**config.mk**
```make
export PLATFORM = sky130hd
export DESIGN_NAME = dsd_isqrt_pipe
export DESIGN_NICKNAME = d
export VERILOG_FILES = /design/src/sv/dsd_pkg.sv /design/src/sv/dsd_isqrt_pipe.sv
export SDC_FILE = /design/constraint.sdc
export NUM_CORES = 2
export LEC_CHECK = 0
export ABC_AREA = 0
export BUFFER_PORTS_ARGS = -buffer_cell sky130_fd_sc_hd__buf_2
export CAP_MARGIN = 20
export CORE_MARGIN = 1.5
export CORE_UTILIZATION = 50
export CTS_BUF_LIST = sky130_fd_sc_hd__clkbuf_2
export DETAILED_ROUTE_END_ITERATION = 8
export PLACE_DENSITY = 0.76
export SYNTH_ARGS = -nofsm -noshare
export SYNTH_HDL_FRONTEND = slang
export SYNTH_SLANG_ARGS = --single-unit
```
**constraint.sdc**
```tcl
create_clock -name clk -period 8.98 [get_ports clk]
set_clock_uncertainty 0.1 [all_clocks]
set_input_delay 1.796 -clock clk [delete_from_list [all_inputs] [get_ports clk]]
set_output_delay 1.796 -clock clk [all_outputs]
set_load 0.02 [all_outputs]
```
**src/sv/dsd_pkg.sv**
```systemverilog
// Shared types, constants and helpers for the dielectric scatter direction unit.
`timescale 1ns / 1ps
package dsd_pkg;

	localparam int FRAC_BITS_DEF = 13;
	localparam logic [15:0] IDX_RESET = 16'd6144;
	localparam int SQRT_ITER = 31;

	// Per-ray pipeline record; each stage fills in its own fields.
	typedef struct packed {
		logic [2:0][15:0] d;
		logic [2:0][15:0] n;
		logic             front;
		logic [15:0]      chance;
		logic [28:0]      eta;
		logic [30:0]      r0;
		logic [2:0][31:0] pr;
		logic [33:0]      dot;
		logic [2:0][49:0] rp;
		logic [31:0]      c;
		logic [60:0]      cc;
		logic [31:0]      x;
		logic             xbig;
		logic [29:0]      x2;
		logic [29:0]      x4;
		logic [30:0]      p;
		logic [30:0]      reflm;
		logic [45:0]      etac;
		logic [2:0][15:0] rdir;
		logic [61:0]      v;
		logic [30:0]      sinv;
		logic [59:0]      esp;
		logic             tir;
		logic [30:0]      es;
		logic [61:0]      es2;
		logic             reflect;
		logic [30:0]      sk;
		logic [47:0]      coef;
		logic [2:0][45:0] t1;
		logic [2:0][63:0] t2;
		logic [2:0][15:0] o;
	} dsd_item_t;

	// Material terms derived from the refraction index register.
	// r0 reaches exactly one when the ratio is zero.
	typedef struct packed {
		logic        busy;
		logic [28:0] eta_back;
		logic [28:0] eta_front;
		logic [30:0] r0_back;
		logic [30:0] r0_front;
	} dsd_eta_t;

	function automatic logic [15:0] sat16(input logic signed [63:0] v);
		logic [15:0] r;
		if (v > 64'sd32767) begin
			r = 16'h7fff;
		end else if (v < -64'sd32768) begin
			r = 16'h8000;
		end else begin
			r = v[15:0];
		end
		return r;
	endfunction

endpackage

```
**src/sv/dsd_isqrt_pipe.sv**
```systemverilog
// Pipelined integer square root, one root bit per stage, with a carried tag.
`timescale 1ns / 1ps
module dsd_isqrt_pipe #(
	parameter int N     = dsd_pkg::SQRT_ITER,
	parameter int TAG_W = 8
) (
	input  logic               clk,
	input  logic               arst_n,
	input  logic               en,
	input  logic               in_valid,
	input  logic [2*N-1:0]     in_v,
	input  logic [TAG_W-1:0]   in_tag,
	output logic               out_valid,
	output logic [N-1:0]       out_root,
	output logic [TAG_W-1:0]   out_tag
);

	logic               vld_s  [1:N];
	logic [2*N-1:0]     rem_s  [1:N];
	logic [2*N-1:0]     root_s [1:N];
	logic [TAG_W-1:0]   tag_s  [1:N];

	for (genvar k = 0; k < N; k++) begin : g_stage
		localparam logic [2*N-1:0] BIT = (2*N)'(1) << (2 * (N - 1 - k));
		logic               src_vld;
		logic [2*N-1:0]     src_rem;
		logic [2*N-1:0]     src_root;
		logic [TAG_W-1:0]   src_tag;
		logic [2*N-1:0]     trial;

		if (k == 0) begin : g_first
			assign src_vld  = in_valid;
			assign src_rem  = in_v;
			assign src_root = '0;
			assign src_tag  = in_tag;
		end else begin : g_next
			assign src_vld  = vld_s[k];
			assign src_rem  = rem_s[k];
			assign src_root = root_s[k];
			assign src_tag  = tag_s[k];
		end

		assign trial = src_root + BIT;

		always_ff @(posedge clk or negedge arst_n) begin
			if (!arst_n) begin
				vld_s[k+1] <= 1'b0;
			end else if (en) begin
				vld_s[k+1] <= src_vld;
			end
		end

		always_ff @(posedge clk) begin
			if (en) begin
				tag_s[k+1] <= src_tag;
				if (src_rem >= trial) begin
					rem_s[k+1]  <= src_rem - trial;
					root_s[k+1] <= (src_root >> 1) + BIT;
				end else begin
					rem_s[k+1]  <= src_rem;
					root_s[k+1] <= src_root >> 1;
				end
			end
		end
	end

	assign out_valid = vld_s[N];
	assign out_root  = root_s[N][N-1:0];
	assign out_tag   = tag_s[N];

endmodule
```
# Word level (Yosys, flattened, before mapping)

Memories as Yosys holds them, arrays and structs flattened.
Cells that the tools add are included.

Add/subtract/negate cells: 91
Multiply operators: 0
Div/mod/pow operators: 0
Magnitude comparators: 31
Equality and inequality tests: 0
Shifts and indexed selects: 0
Muxes and demuxes: 250
Bitwise logic cells: 62
Reductions and logical operators: 0

Operator list:

| cell                                                              | count |
|---|---|
| 62-bit two-way mux                                                | 62 |
| 62-bit >= comparator                                              | 30 |
| 62-bit subtractor                                                 | 30 |
| 1-bit two-way mux                                                 | 188 |
| 61-bit by 1-bit adder with 62-bit output (second input constant)  | 1 |
| 61-bit by 11-bit adder with 62-bit output (second input constant) | 1 |
| 61-bit by 13-bit adder with 62-bit output (second input constant) | 1 |
| 61-bit by 15-bit adder with 62-bit output (second input constant) | 1 |
| 61-bit by 17-bit adder with 62-bit output (second input constant) | 1 |
| 61-bit by 19-bit adder with 62-bit output (second input constant) | 1 |
| 61-bit by 21-bit adder with 62-bit output (second input constant) | 1 |
| 61-bit by 23-bit adder with 62-bit output (second input constant) | 1 |
| 61-bit by 25-bit adder with 62-bit output (second input constant) | 1 |
| 61-bit by 27-bit adder with 62-bit output (second input constant) | 1 |
| 61-bit by 29-bit adder with 62-bit output (second input constant) | 1 |
| 61-bit by 3-bit adder with 62-bit output (second input constant)  | 1 |
| 61-bit by 31-bit adder with 62-bit output (second input constant) | 1 |
| 61-bit by 33-bit adder with 62-bit output (second input constant) | 1 |
| 61-bit by 35-bit adder with 62-bit output (second input constant) | 1 |
| 61-bit by 37-bit adder with 62-bit output (second input constant) | 1 |
| 61-bit by 39-bit adder with 62-bit output (second input constant) | 1 |
| 61-bit by 41-bit adder with 62-bit output (second input constant) | 1 |
| 61-bit by 43-bit adder with 62-bit output (second input constant) | 1 |
| 61-bit by 45-bit adder with 62-bit output (second input constant) | 1 |
| 43 further kinds                                                  | 104 |

Register bits after elaboration: 31
Latch bits: 0
Memory bits (writable): 4092
Bits in read-only memories: 0
Input bits: 74
Output and inout port bits: 40
Logic and storage cells: 468
Memories kept: 3

Memory list:

| memory | words | width | read ports | clocked after memory_dff | wr ports | RTL line             | source |
|---|---|---|---|---|---|---|---|
| rem_s  | 31    | 62    | 30         | 0                        | 31       | dsd_isqrt_pipe.sv:19 | `logic [2*N-1:0] rem_s [1:N];` |
| root_s | 31    | 62    | 31         | 0                        | 31       | dsd_isqrt_pipe.sv:20 | `logic [2*N-1:0] root_s [1:N];` |
| tag_s  | 31    | 8     | 31         | 0                        | 31       | dsd_isqrt_pipe.sv:21 | `logic [TAG_W-1:0] tag_s [1:N];` |

# Longest topological paths before layout

An unclocked memory read counts as a cell.

Depth after elaboration: 7
Gate-level depth with buffers: 15
Mapped depth without buffers: 13

# Least setup slack after synthesis

Ideal clock, no wire load.

Path kind: input -> register
Start: input port en
End: register, netlist name rem_s[1][868]
Arrival time: 5097 ps
Setup slack: 3300 ps
Stages on the path: 4
Cells stage by stage: clkbuf_1 > clkbuf_1 > clkbuf_1 > clkbuf_1

RTL lines:

| element            | RTL line            | source |
|---|---|---|
| start: declaration | dsd_isqrt_pipe.sv:9 | `input logic en,` |

==> reports/metrics.yaml <==
drt-initial-drc-count: 8040
wl_um: 304600
dp_hpwl_um: 225600
cts_setup_buffers: 0
p_sw_share_pct: 31.83
crit_fanout: 36
dr_wl_met2_um: 145300
crit_top_cell: "buf_4"
grt_overflow: 0
finalHoldViolations: 0
r2r_slack_ns: 4.00
max_freq_mhz: 200.9
start_kind: "flip-flop"
slowest_delay_ns: 0.77
cts_resized: 0
die_h_um: 499.0
avgSynthCellArea_um2: 12.77
clock_latency_ns: 1.91
status: "completed"
yosysWarnings: 0
synth_cell_type_count: 97
netlist_area_um2: 123000
yosysMostFrequentCell: "edfxtp_1"
cts_tree: "done"
io_buffer_count: 113
min_period_ns: 4.976
crit_required_ns: 10.52
clockBufferDepth: 4
grt_pass1_wl_um: 462900
highest_layer: "met5"
vias_per_cell: 5.793
cp_slowest_cell: "a2111oi_0"
cts.clk_slew.worst_paths_ns: 0.10
setup_violations: 0
drive_gt1_share_pct: 12.37
power.leakage_nw: 50.57
synth_edf_count: 2604
cts_buffers: 664
ir_worst_vdd_mv: 0.1355
synthTopCellsByCount: "edfxtp_1 (2,604), nand2_1 (734), inv_1 (643)"
syn_inst: 9634
ant_nets: 0
slew-limit-headroom_pct: 16.73
dieArea_um2: 249000
htree_levels: 6
first_pass_iters: 6
drt-met1-wl_um: 123200
vias: 80913
p_per_area_nw_per_um2: 233.9
clockRootBuffer: "clkbuf_2"
synth_nets: 10233
tns_ns: 0
clock-sinks: 2635
initial_utilization_pct: 50.43
synthTopCellsByArea: "edfxtp_1 (64%), ha_1 (5.3%), xnor2_1 (3.0%)"
power_frac_seq_pct: 53.4
async_flop_share_pct: 1.176
synthDominantCellAreaShare_pct: 63.57
p_sw_mw: 9.979
die_w_um: 499.0
ys_ff_latch: 2635
grt_max_degree: 212
io-pin-count: 114
critical_path_class: "flip-flop to flip-flop"
p_int_mw: 21.38
comb_power_share_pct: 21.0
max_cap_violations: 0
endpoint_kind: "flip-flop"
wl_met3_um: 23470
drc_errors: 0
place.gp.congestion: 0.9651
synth_top_cell_by_area: "edfxtp_1"
power.share.clock_pct: 25.6
grt_util_all_layers_pct: 24.05
final-max-slew-violation-count: 0
area_delta_synth_final_pct: 8.978
synth_flop_cell: "edfxtp_1"
hold_path.class: "flip-flop to flip-flop"
crit_arrival_ns: 6.52
final.period_utilization_pct: 55.42
worstMarginPinSlew_ns: 1.249
ys_seq_area_share_pct: 64.20
post-route-util_pct: 54.96
crit_chain: "inv_1, ha_1, nand4_1, nor2_1, o31a_1, o41ai_2, buf_4, a2111oi_0, buf_4, nor2_2, buf_4, nor4b_1, and2b_1, nand3_1, xnor2_1"
rsz0062_at_grt: "no"
wl_per_cell_um: 21.81
nNetsFinal: 10916
rows: 181
grt_pass1_vias: 79058
antenna_found_initial: 16
core_um2: 243900
[state kept, by name, summed over array words and instances, names as in the netlist]
| name | flops |
|---|---|
| g_stage.src_vld | 30 |
| out_valid | 1 |
| rem_s | 1860 |
| root_s | 496 |
| tag_s | 248 |
[worst paths after layout]
path,start,end,cells past startpoint
max,root_s[1][636]$_DFFE_PP_,rem_s[1][735]$_DFFE_PP_,15
min,tag_s[0][31]$_DFFE_PP_,tag_s[1][7]$_DFFE_PP_,0
max reg2reg,root_s[1][636]$_DFFE_PP_,rem_s[1][735]$_DFFE_PP_,15
min reg2reg,tag_s[0][31]$_DFFE_PP_,tag_s[1][7]$_DFFE_PP_,0
max in group asynchronous,arst_n,g_stage[3].src_vld$_DFFE_PN0P_,4
min in group asynchronous,arst_n,g_stage[18].src_vld$_DFFE_PN0P_,3
[what timing repair did]
action                                  in CTS  in global routing
endpoints found under the setup margin       0                  0
hold endpoints to repair                   102                  0
hold buffers                                74                  0
[cells in the final DEF, fill, tap and decap left out, drive strengths merged, types with 38 or more instances in the layout]
cell type / count
a31oi: 45
mux2: 81
buf: 177
nor4b: 62
nand2b: 113
dlygate4sd3: 74
clkinv: 151
or4: 88
a21oi: 486
nor4: 355
inv: 653
edfxtp: 2604
o21ai: 533
nor2: 562
o21a: 97
a21o: 213
a211oi: 39
or3: 105
clkbuf: 916
nor3: 302
nand2: 735
o21bai: 50
nand4b: 45
ha: 525
nand3: 157
and3: 38
nor2b: 67
xnor2: 415
xor2: 410
nand4: 171
[cell type report]
type,instances,area [µm²]
fill,20092,109900
timing repair buffer,252,1958
antenna,11,27.53
tap,3202,4006
multi-input combinational,6121,40790
clock inverter,189,1301
inverter,643,2414
clock buffer,915,4579
sequential,2635,78970
[power by group through the flow]
stage / clock (mW) / sequential, mW / combinational (mW)
5_1_grt: 8.86 / 16.9 / 7.31
3_3_place_gp: 0 / 17.0 / 6.31
3_5_place_dp: 0 / 17.0 / 6.44
4_1_cts: 8.26 / 16.7 / 6.51
6_report: 8.02 / 16.7 / 6.60
2_1_floorplan: 0 / 16.3 / 4.94
[cells by family after synthesis]
logic type      synth area share (%)
flops                          64.20
mux                           0.8229
buf+inv                        2.696
compound gates                 8.674
fa+ha+maj                      5.341
xor+xnor                       5.875
simple gates                   12.39
[critical path, delay by kind of cell (launching register included)]
kind | cells | cell delay, ns
adder cells (fa/ha/maj) | 1 | 0.39
buffers and inverters | 4 | 0.76
AND/OR/NAND/NOR | 6 | 1.74
flip-flops | 1 | 0.43
AO/OA/AOI/OAI | 3 | 1.08
XOR/XNOR | 1 | 0.28
[through the flow]
| step | hold WS, ns | cells | area, µm² | setup slack (ns) | power (mW) |
|---|---|---|---|---|---|
| detailed placement | 0.3045 | 12769 | 127300 | 3.412 | 23.42 |
| floorplan | 0.3003 | 9634 | 123000 | 3.300 | 21.29 |
| global placement | 0.3012 | 12767 | 127200 | 3.449 | 23.28 |
| global route | 0.1175 | 13966 | 134000 | 3.714 | 33.04 |
| finish | 0.2560 | 13968 | 134000 | 4.004 | 31.35 |
| CTS | 0.04595 | 13947 | 133900 | 4.107 | 31.49 |
[metal layers]
metal | vias up | global-route usage [%]
li1 | 37881 | -
met1 | 39012 | 30.60
met2 | 3323 | 39.46
met3 | 685 | 5.546
met4 | 12 | 10.31
met5 | - | 0
No activity file was read; power rests on OpenSTA's default activity.
