<file path="src/sv/dsd_pkg.sv">
// Shared types, constants and helpers for the dielectric scatter direction unit.
`timescale 1ns / 1ps
package dsd_pkg;

	localparam int FRAC_BITS_DEF = 13;
	localparam logic [15:0] IDX_RESET = 16'd6144;
	localparam int SQRT_ITER = 31;

	// Per-ray pipeline record; each stage fills in its own fields.
	typedef struct packed {
		logic [2:0][15:0] d;
		logic [2:0][15:0] n;
		logic             front;
		logic [15:0]      chance;
		logic [28:0]      eta;
		logic [30:0]      r0;
		logic [2:0][31:0] pr;
		logic [33:0]      dot;
		logic [2:0][49:0] rp;
		logic [31:0]      c;
		logic [60:0]      cc;
		logic [31:0]      x;
		logic             xbig;
		logic [29:0]      x2;
		logic [29:0]      x4;
		logic [30:0]      p;
		logic [30:0]      reflm;
		logic [45:0]      etac;
		logic [2:0][15:0] rdir;
		logic [61:0]      v;
		logic [30:0]      sinv;
		logic [59:0]      esp;
		logic             tir;
		logic [30:0]      es;
		logic [61:0]      es2;
		logic             reflect;
		logic [30:0]      sk;
		logic [47:0]      coef;
		logic [2:0][45:0] t1;
		logic [2:0][63:0] t2;
		logic [2:0][15:0] o;
	} dsd_item_t;

	// Material terms derived from the refraction index register.
	// r0 reaches exactly one when the ratio is zero.
	typedef struct packed {
		logic        busy;
		logic [28:0] eta_back;
		logic [28:0] eta_front;
		logic [30:0] r0_back;
		logic [30:0] r0_front;
	} dsd_eta_t;

	function automatic logic [15:0] sat16(input logic signed [63:0] v);
		logic [15:0] r;
		if (v > 64'sd32767) begin
			r = 16'h7fff;
		end else if (v < -64'sd32768) begin
			r = 16'h8000;
		end else begin
			r = v[15:0];
		end
		return r;
	endfunction

endpackage

</file>
<file path="src/sv/dsd_divider.sv">
// Serial restoring divider, one quotient bit per cycle.
`timescale 1ns / 1ps
module dsd_divider (
	input  logic        clk,
	input  logic        arst_n,
	input  logic        start,
	input  logic [58:0] num,
	input  logic [28:0] den,
	output logic        done,
	output logic [30:0] quo
);

	logic        busy_q;
	logic        done_q;
	logic [4:0]  cnt_q;
	logic [28:0] rem_q;
	logic [28:0] den_q;
	logic [30:0] sh_q;
	logic [29:0] trial;
	logic        ge;

	// numerator bits shift out of the top while quotient bits enter below
	assign trial = {rem_q, sh_q[30]};
	assign ge    = trial >= {1'b0, den_q};

	always_ff @(posedge clk or negedge arst_n) begin
		if (!arst_n) begin
			busy_q <= 1'b0;
			done_q <= 1'b0;
			cnt_q  <= '0;
		end else if (start) begin
			busy_q <= 1'b1;
			done_q <= 1'b0;
			cnt_q  <= '0;
		end else if (busy_q) begin
			cnt_q  <= cnt_q + 5'd1;
			done_q <= (cnt_q == 5'd30);
			busy_q <= (cnt_q != 5'd30);
		end else begin
			done_q <= 1'b0;
		end
	end

	always_ff @(posedge clk) begin
		if (start) begin
			rem_q <= {1'b0, num[58:31]};
			sh_q  <= num[30:0];
			den_q <= den;
		end else if (busy_q) begin
			rem_q <= ge ? 29'(trial - {1'b0, den_q}) : trial[28:0];
			sh_q  <= {sh_q[29:0], ge};
		end
	end

	assign done = done_q;
	assign quo  = sh_q;

endmodule

</file>
<file path="src/sv/dsd_eta_unit.sv">
// Index register and background computation of refraction ratios and Schlick r0.
`timescale 1ns / 1ps
module dsd_eta_unit (
	input  logic               clk,
	input  logic               arst_n,
	input  logic               cfg_valid,
	output logic               cfg_ready,
	input  logic [15:0]        cfg_data,
	output dsd_pkg::dsd_eta_t  eta
);

	localparam logic [3:0] ST_IDLE = 4'd0;
	localparam logic [3:0] ST_SE   = 4'd1;
	localparam logic [3:0] ST_DE   = 4'd2;
	localparam logic [3:0] ST_SB   = 4'd3;
	localparam logic [3:0] ST_DB   = 4'd4;
	localparam logic [3:0] ST_MB   = 4'd5;
	localparam logic [3:0] ST_SF   = 4'd6;
	localparam logic [3:0] ST_DF   = 4'd7;
	localparam logic [3:0] ST_MF   = 4'd8;

	localparam logic [28:0] ONE16 = 29'd65536;

	logic [3:0]  state_q;
	logic [15:0] idx_q;
	logic [28:0] eta_front_q;
	logic [30:0] q_q;
	logic [30:0] r0_back_q;
	logic [30:0] r0_front_q;

	logic [28:0] eta_back;
	logic [28:0] eta_sel;
	logic [28:0] ediff;
	logic        div_start;
	logic [58:0] div_num;
	logic [28:0] div_den;
	logic        div_done;
	logic [30:0] div_quo;
	logic [61:0] qsq;

	assign eta_back = {9'd0, idx_q, 4'd0};
	assign eta_sel  = (state_q == ST_SF) ? eta_front_q : eta_back;
	assign ediff    = (eta_sel >= ONE16) ? 29'(eta_sel - ONE16) : 29'(ONE16 - eta_sel);
	assign qsq      = q_q * q_q;

	always_comb begin
		div_start = 1'b0;
		div_num   = {ediff, 30'd0};
		div_den   = 29'(eta_sel + ONE16);
		case (state_q)
			ST_SE: begin
				div_start = 1'b1;
				div_num   = 59'(1) << 28;
				div_den   = {13'd0, (idx_q == 16'd0) ? 16'd1 : idx_q};
			end
			ST_SB, ST_SF: begin
				div_start = 1'b1;
			end
			default: begin
				div_start = 1'b0;
			end
		endcase
	end

	dsd_divider u_div (
		.clk    (clk),
		.arst_n (arst_n),
		.start  (div_start),
		.num    (div_num),
		.den    (div_den),
		.done   (div_done),
		.quo    (div_quo)
	);

	always_ff @(posedge clk or negedge arst_n) begin
		if (!arst_n) begin
			state_q <= ST_SE;
			idx_q   <= dsd_pkg::IDX_RESET;
		end else if (cfg_valid) begin
			idx_q   <= cfg_data;
			state_q <= ST_SE;
		end else begin
			case (state_q)
				ST_SE: state_q <= ST_DE;
				ST_DE: if (div_done) begin
					state_q <= ST_SB;
				end
				ST_SB: state_q <= ST_DB;
				ST_DB: if (div_done) begin
					state_q <= ST_MB;
				end
				ST_MB: state_q <= ST_SF;
				ST_SF: state_q <= ST_DF;
				ST_DF: if (div_done) begin
					state_q <= ST_MF;
				end
				ST_MF: state_q <= ST_IDLE;
				default: state_q <= ST_IDLE;
			endcase
		end
	end

	always_ff @(posedge clk) begin
		if (state_q == ST_DE && div_done) begin
			eta_front_q <= div_quo[28:0];
		end
		if ((state_q == ST_DB || state_q == ST_DF) && div_done) begin
			q_q <= div_quo;
		end
		if (state_q == ST_MB) begin
			r0_back_q <= qsq[60:30];
		end
		if (state_q == ST_MF) begin
			r0_front_q <= qsq[60:30];
		end
	end

	assign cfg_ready     = 1'b1;
	assign eta.busy      = (state_q != ST_IDLE);
	assign eta.eta_back  = eta_back;
	assign eta.eta_front = eta_front_q;
	assign eta.r0_back   = r0_back_q;
	assign eta.r0_front  = r0_front_q;

endmodule

</file>
<file path="config.mk">
export PLATFORM = sky130hd
export DESIGN_NAME = dsd_eta_unit
export DESIGN_NICKNAME = d
export VERILOG_FILES = /design/src/sv/dsd_pkg.sv /design/src/sv/dsd_divider.sv /design/src/sv/dsd_eta_unit.sv
export SDC_FILE = /design/constraint.sdc
export NUM_CORES = 2
export LEC_CHECK = 0
export BUFFER_PORTS_ARGS = -buffer_cell sky130_fd_sc_hd__buf_2
export CORE_ASPECT_RATIO = 0.9
export CORE_MARGIN = 5
export CORE_UTILIZATION = 30
export DETAILED_ROUTE_END_ITERATION = 16
export PLACE_DENSITY_LB_ADDON = 0.2
export SETUP_SLACK_MARGIN = 0.5
export SLEW_MARGIN = 20
export SYNTH_ARGS = -nofsm -noshare
export SYNTH_HDL_FRONTEND = slang
export SYNTH_SLANG_ARGS = --single-unit
</file>
<file path="constraint.sdc">
create_clock -name clk -period 8.9 [get_ports clk]
set_clock_uncertainty 0.1 [all_clocks]
set_input_delay 1.78 -clock clk [delete_from_list [all_inputs] [get_ports clk]]
set_output_delay 1.78 -clock clk [all_outputs]
set_load 0.05 [all_outputs]
</file>
---- Word-level counts from Yosys, hierarchy flattened ----
Cells that the tools add are included.
operators by class
  $add $sub $neg .......................... 5
  $mul .................................... 1
  $lt $le $gt $ge ......................... 2
  equality and inequality tests ........... 13
  mux-type cells .......................... 22
  reduce and logical (&&, ||, !) cells .... 8
operators by type and width
  cell                                                                                   number
  29-bit 2-to-1 mux                                                                      3
  31-bit 2-to-1 mux                                                                      2
  31-bit by 31-bit multiplier with 61-bit output                                         1
  59-bit 2-to-1 mux                                                                      1
  28-bit 2-to-1 mux                                                                      2
  16-bit 2-to-1 mux                                                                      2
  30-bit by 29-bit greater-or-equal comparator with 1-bit output                         1
  29-bit by 17-bit adder with 29-bit output, second input constant                       1
  29-bit by 17-bit greater-or-equal comparator with 1-bit output, second input constant  1
  17-bit by 29-bit subtractor with 29-bit output, first input constant                   1
  29-bit by 17-bit subtractor with 29-bit output, second input constant                  1
  29-bit subtractor                                                                      1
  4-bit case mux with 7 select lines                                                     1
  4-bit by 3-bit == test with 1-bit output, second input constant                        4
  16-bit zero test                                                                       1
  4-bit 2-to-1 mux                                                                       4
  5-bit 2-to-1 mux                                                                       2
  3-bit by 2-bit inequality test with 1-bit output, second input constant                3
  4-bit by 2-bit == test with 1-bit output, second input constant                        2
  5-bit by 1-bit adder with 5-bit output, second input constant                          1
  5-bit == test, second input constant                                                   1
  1-bit 2-to-1 mux                                                                       5
  5-bit inequality test, second input constant                                           1
  4-bit by 1-bit == test with 1-bit output, second input constant                        1
  other kinds (7)                                                                        8
storage, ports and cells
  bits in registers ....................... 238
  input bits .............................. 19
  output and inout bits ................... 122
  logic and storage cells ................. 65

---- Depth between registers and ports, before layout ----
  word-level depth ........................ 6
  mapped depth ............................ 29
  mapped depth without buffers ............ 27

---- Cells and area by module ----
From an unflattened synthesis, not the netlist that was laid out.
second synthesis, totals
  cell total of the unflattened synthesis .. 3945
  area total of the unflattened synthesis .. 38962.4 sq um
modules (own cells, without submodules)
  module        instances  cells each  area each (sq um)  sequential area each (sq um)
  dsd_eta_unit  1          3451        33445.8            4167.7
  dsd_divider   1          494         5516.5             2837.7

---- Worst setup path before layout ----
Ideal clock, no wire load.
  path type ............................... reg2reg
  start point ............................. reg q_q[18]
  end point ............................... reg r0_back_q[28] (data pin)
  setup time .............................. 0.197 ns
  arrival time ............................ 7.379 ns
  data required time ...................... 8.603 ns
  setup slack ............................. 1.224 ns
  cell stages (with the launch flop) ...... 26
  buffers on the path ..................... 2
  period minus slack after synthesis ...... 7.676 ns
  path through ............................ edfxtp_1 clkbuf_1 clkbuf_1 nand2_1 fa_1 fa_1 inv_1 fa_1 inv_1 fa_1 inv_1 fa_1 fa_1 fa_1 fa_1 ha_1 nand3_1 nor3_1 nand2_1 nor4_1 a22oi_1 a211oi_1 o31ai_1 a21boi_1 nor2_1 o311ai_1
between the ends
  longest elaborated chain between the ends .. 1
RTL lines
  what                                            line                 RTL
  start, declared                                 dsd_eta_unit.sv:27   logic [30:0] q_q;
  start signal, assigned                          dsd_eta_unit.sv:108  q_q <= div_quo;
  31-bit by 31-bit multiplier with 61-bit output  dsd_eta_unit.sv:44   assign qsq = q_q * q_q;
  net qsq[58]                                     dsd_eta_unit.sv:39   logic [61:0] qsq;
  end signal, assigned                            dsd_eta_unit.sv:111  r0_back_q <= qsq[60:30];
  end, declared                                   dsd_eta_unit.sv:28   logic [30:0] r0_back_q;
The timed path passes the listed nets, and every way through them passes these cells.
A chain may end at the register's enable or synchronous reset.

---- Final worst setup path ----
  start point ............................. reg q_q[8]
  end point ............................... reg r0_back_q[28] (data pin)
Same word-level chain as after synthesis.

==> qor.csv <==
metric,value,unit
status,finished clean,
Synth area leaders,"fa_1, edfxtp_1, ha_1",
Yosys top cell area share,39.6,%
antenna-violating nets left,0,
Longest Clk Path Bufs,3,
P_sw,1230,µW
asr flop ratio synth,11.3,%
Die Span X,384,µm
DRT Pass-1 Iters,5,
peak supply drop,0.143,mV
sequential-to-total area share from yosys stat,18.5,%
Syn Inst Count,3739,
mux contribution to synthesized area,1.16,%
vias in the first global route,26927,
Final setup viols,0,
complex-gate fraction of the synthesized area,6.04,%
CP startpoint kind,register,
WP data arrival,8460,ps
Final Core Density,34.0,%
synthesized cell area,0.0378,mm²
number of filler cells placed in the layout,12802,
CTS HTree Levels,1,
hold bufs inserted after CTS,0,
CTS tree,done,
Lkg Pwr,0.0209,µW
vias per cell,4.53,
die height,347,µm
Crit path required time,9250,ps
max incr delay on CP,590,ps
fin cells,5595,
Initial Util,30.2,%
Area growth syn-to-layout,12.7,%
slew of the pin with the lowest slew margin,949,ps
CTS root buffer,clkbuf_16,
RSZ-0062 raised after global routing,false,
r2r worst-path depth,28,
post-DP HPWL,85.4,mm
drt drc,0,
Final Slew Violations,0,
Slew HR,36.1,%
sw frac,33.6,%
initial antenna violation count,2,
post-synthesis adder-cell area fraction,49.5,%
Int Pwr,2430,µW
RR Endpoint,r0_back_q[28],
Synth Warn #,0,
floorplan row count,123,
crit-path max FO,5,
number of synthesized flops with an enable pin,210,
core box area,0.125,mm²
Max-Cap Viols,0,
io pins,141,
largest family of logic cells by synthesized area,adder cells,
Worst path most repeated cell,fa_1,
initial drt markers,1384,
Worst Hold Class,register to register,
routability-driven placement congestion ratio,0.846,
combinational power share,27.4,%
cell with the most instances after synthesis,inv_1,
Post-Place Cells,5515,
Worst Hold Launch,u_div.quo[29],
die area,0.133,mm²
count of cell types in the netlist,85,
clock-pin slew on the worst setup and hold paths,60,ps
clock tree sinks,238,
min cycle time layout,8120,ps
Port Buffers,126,
fin nets,4949,
via count,25352,
post-synthesis simple-gate area fraction,11.1,%
Multi-input gate area,0.0270,mm²
Tcrit/Tclk final,91.2,%
first-pass GRT wire length,165,mm
worst r2r src,q_q[8],
Num CTS Buffers,31,
Achievable Freq,123,MHz
Reg2Reg Setup Slack,780,ps
Overall Power,3660,µW
synthesized flop and latch total,238,
"Clk Latency, worst-skew pair",640,ps
final WL,106,mm
Fin. Hold Viols,0,
Synth area leader,fa_1,
layout cell share with drive strength beyond 1,10.1,%
largest net degree at the start of global routing,60,
GRT Overall Usage,15.9,%
"top cells by count, synth","inv_1, fa_1, nand2_1",
setup tns final,0,ps
clock power share,34.3,%
hold endpoint,q_q[29],
crit path capture type,register,
syn avg cell area,10.1,µm²
Worst Hold Depth,0,
final global-route overflow total,0,
PwrDens,85.9,mW/mm²
ys flop type,edfxtp_1,
per-cell routed wire length,19.0,µm
register share of total power,38.3,%
Critical Path Slowest Stage Cell,fa_1,
Crit Path Class,register to register,
FF+latch area,0.00701,mm²
xor/xnor share of the synthesized area,2.50,%
kinds of logic after synthesis:
logic type,Yosys count
AO/OA/AOI/OAI,352
XOR/XNOR,108
adder cells (fa/ha/maj),1047
buffers and inverters,1098
flip-flops,238
multiplexers,41
other,2
AND/OR/NAND/NOR,853
stage by stage:
step	instance area (µm²)	hold slack, ps	worst slack [ps]
final	42600	376	785
after global routing	42600	373	503
after CTS	42000	367	504
after detailed placement	40900	361	-54.8
after global placement	40900	354	17.3
after floorplan	37800	326	1220
what timing repair did:
item | CTS | global route
setup buffers | 3 | 15
endpoints found under the hold margin | 0 | 0
pin swaps | 1 | 31
endpoints found under the setup margin | 22 | 32
gates resized for setup | 6 | 86
gates cloned | 0 | 3
how the worst max path moves through the flow:
stage	startpoint	to	slack, ps	cells past startpoint
2_1_floorplan	q_q[18]	r0_back_q[28]	1220	25
3_3_place_gp	q_q[26]	r0_back_q[28]	20	27
3_5_place_dp	q_q[26]	r0_back_q[28]	-50	27
4_1_cts	q_q[16]	r0_back_q[28]	500	28
5_1_grt	q_q[13]	r0_back_q[28]	500	29
6_report	q_q[8]	r0_back_q[28]	780	28
worst max-delay path: cells and delay by family, from the launching register on:
family          cells  cell delay, ps
fa+ha+maj           9            4330
simple gates        5             980
flops               1             520
buf+inv             8            1030
compound gates      6             950
power by group through the flow:
stage / clock network (µW) / registers (µW) / logic, µW
after global placement: 0 / 1420 / 993
after floorplan: 0 / 1430 / 742
after CTS: 1300 / 1400 / 1000
after detailed placement: 0 / 1420 / 992
after global routing: 1340 / 1410 / 1120
final: 1250 / 1400 / 1000
flip-flops by register name, indices dropped and copies added (netlist names), 4 cells and up:
name         cells
u_div.den_q     29
u_div.rem_q     29
u_div.cnt_q      5
idx_q           16
state_q          4
r0_front_q      31
q_q             31
u_div.quo       31
r0_back_q       31
eta_front_q     29
final cells by class:
type | count | area share (%)
flip-flops and latches | 238 | 16.4
repair buffers | 244 | 4.46
diodes | 2 | 0.0117
multi-input cells | 2415 | 63.4
clock buffers | 33 | 1.84
inverters | 953 | 8.41
well taps | 1687 | 4.95
clock inverters | 23 | 0.493
metal layers:
metal  track usage [%]  wire length [µm]  vias up
li1                  -                 -    11724
met4              2.62              1720        0
met1              23.7             51300    13071
met3              2.01              4770       80
met2              25.3             48600      477
met5                 0                 0        -
cells in the final DEF, fill, tap and decap left out, types with 8 or more instances in the layout:
| cell type | count |
|---|---|
| a21o_1 | 44 |
| a21oi_1 | 110 |
| a31oi_1 | 18 |
| and2_1 | 222 |
| and3_1 | 9 |
| buf_12 | 19 |
| buf_2 | 126 |
| buf_4 | 80 |
| buf_6 | 10 |
| clkbuf_16 | 34 |
| clkinv_1 | 8 |
| conb_1 | 14 |
| dfrtp_1 | 24 |
| edfxtp_1 | 210 |
| fa_1 | 738 |
| fa_2 | 10 |
| ha_1 | 286 |
| ha_4 | 10 |
| inv_1 | 946 |
| mux2_2 | 17 |
| mux2i_1 | 22 |
| nand2_1 | 334 |
| nand2b_1 | 10 |
| nand3_1 | 29 |
| nand4_1 | 16 |
| nor2_1 | 125 |
| nor2b_1 | 21 |
| nor3_1 | 27 |
| o21a_1 | 9 |
| o21ai_0 | 46 |
| o21ai_1 | 9 |
| o21bai_1 | 12 |
| o22ai_1 | 14 |
| xnor2_1 | 60 |
| xor2_1 | 47 |
(Power assumes the default switching activity.)
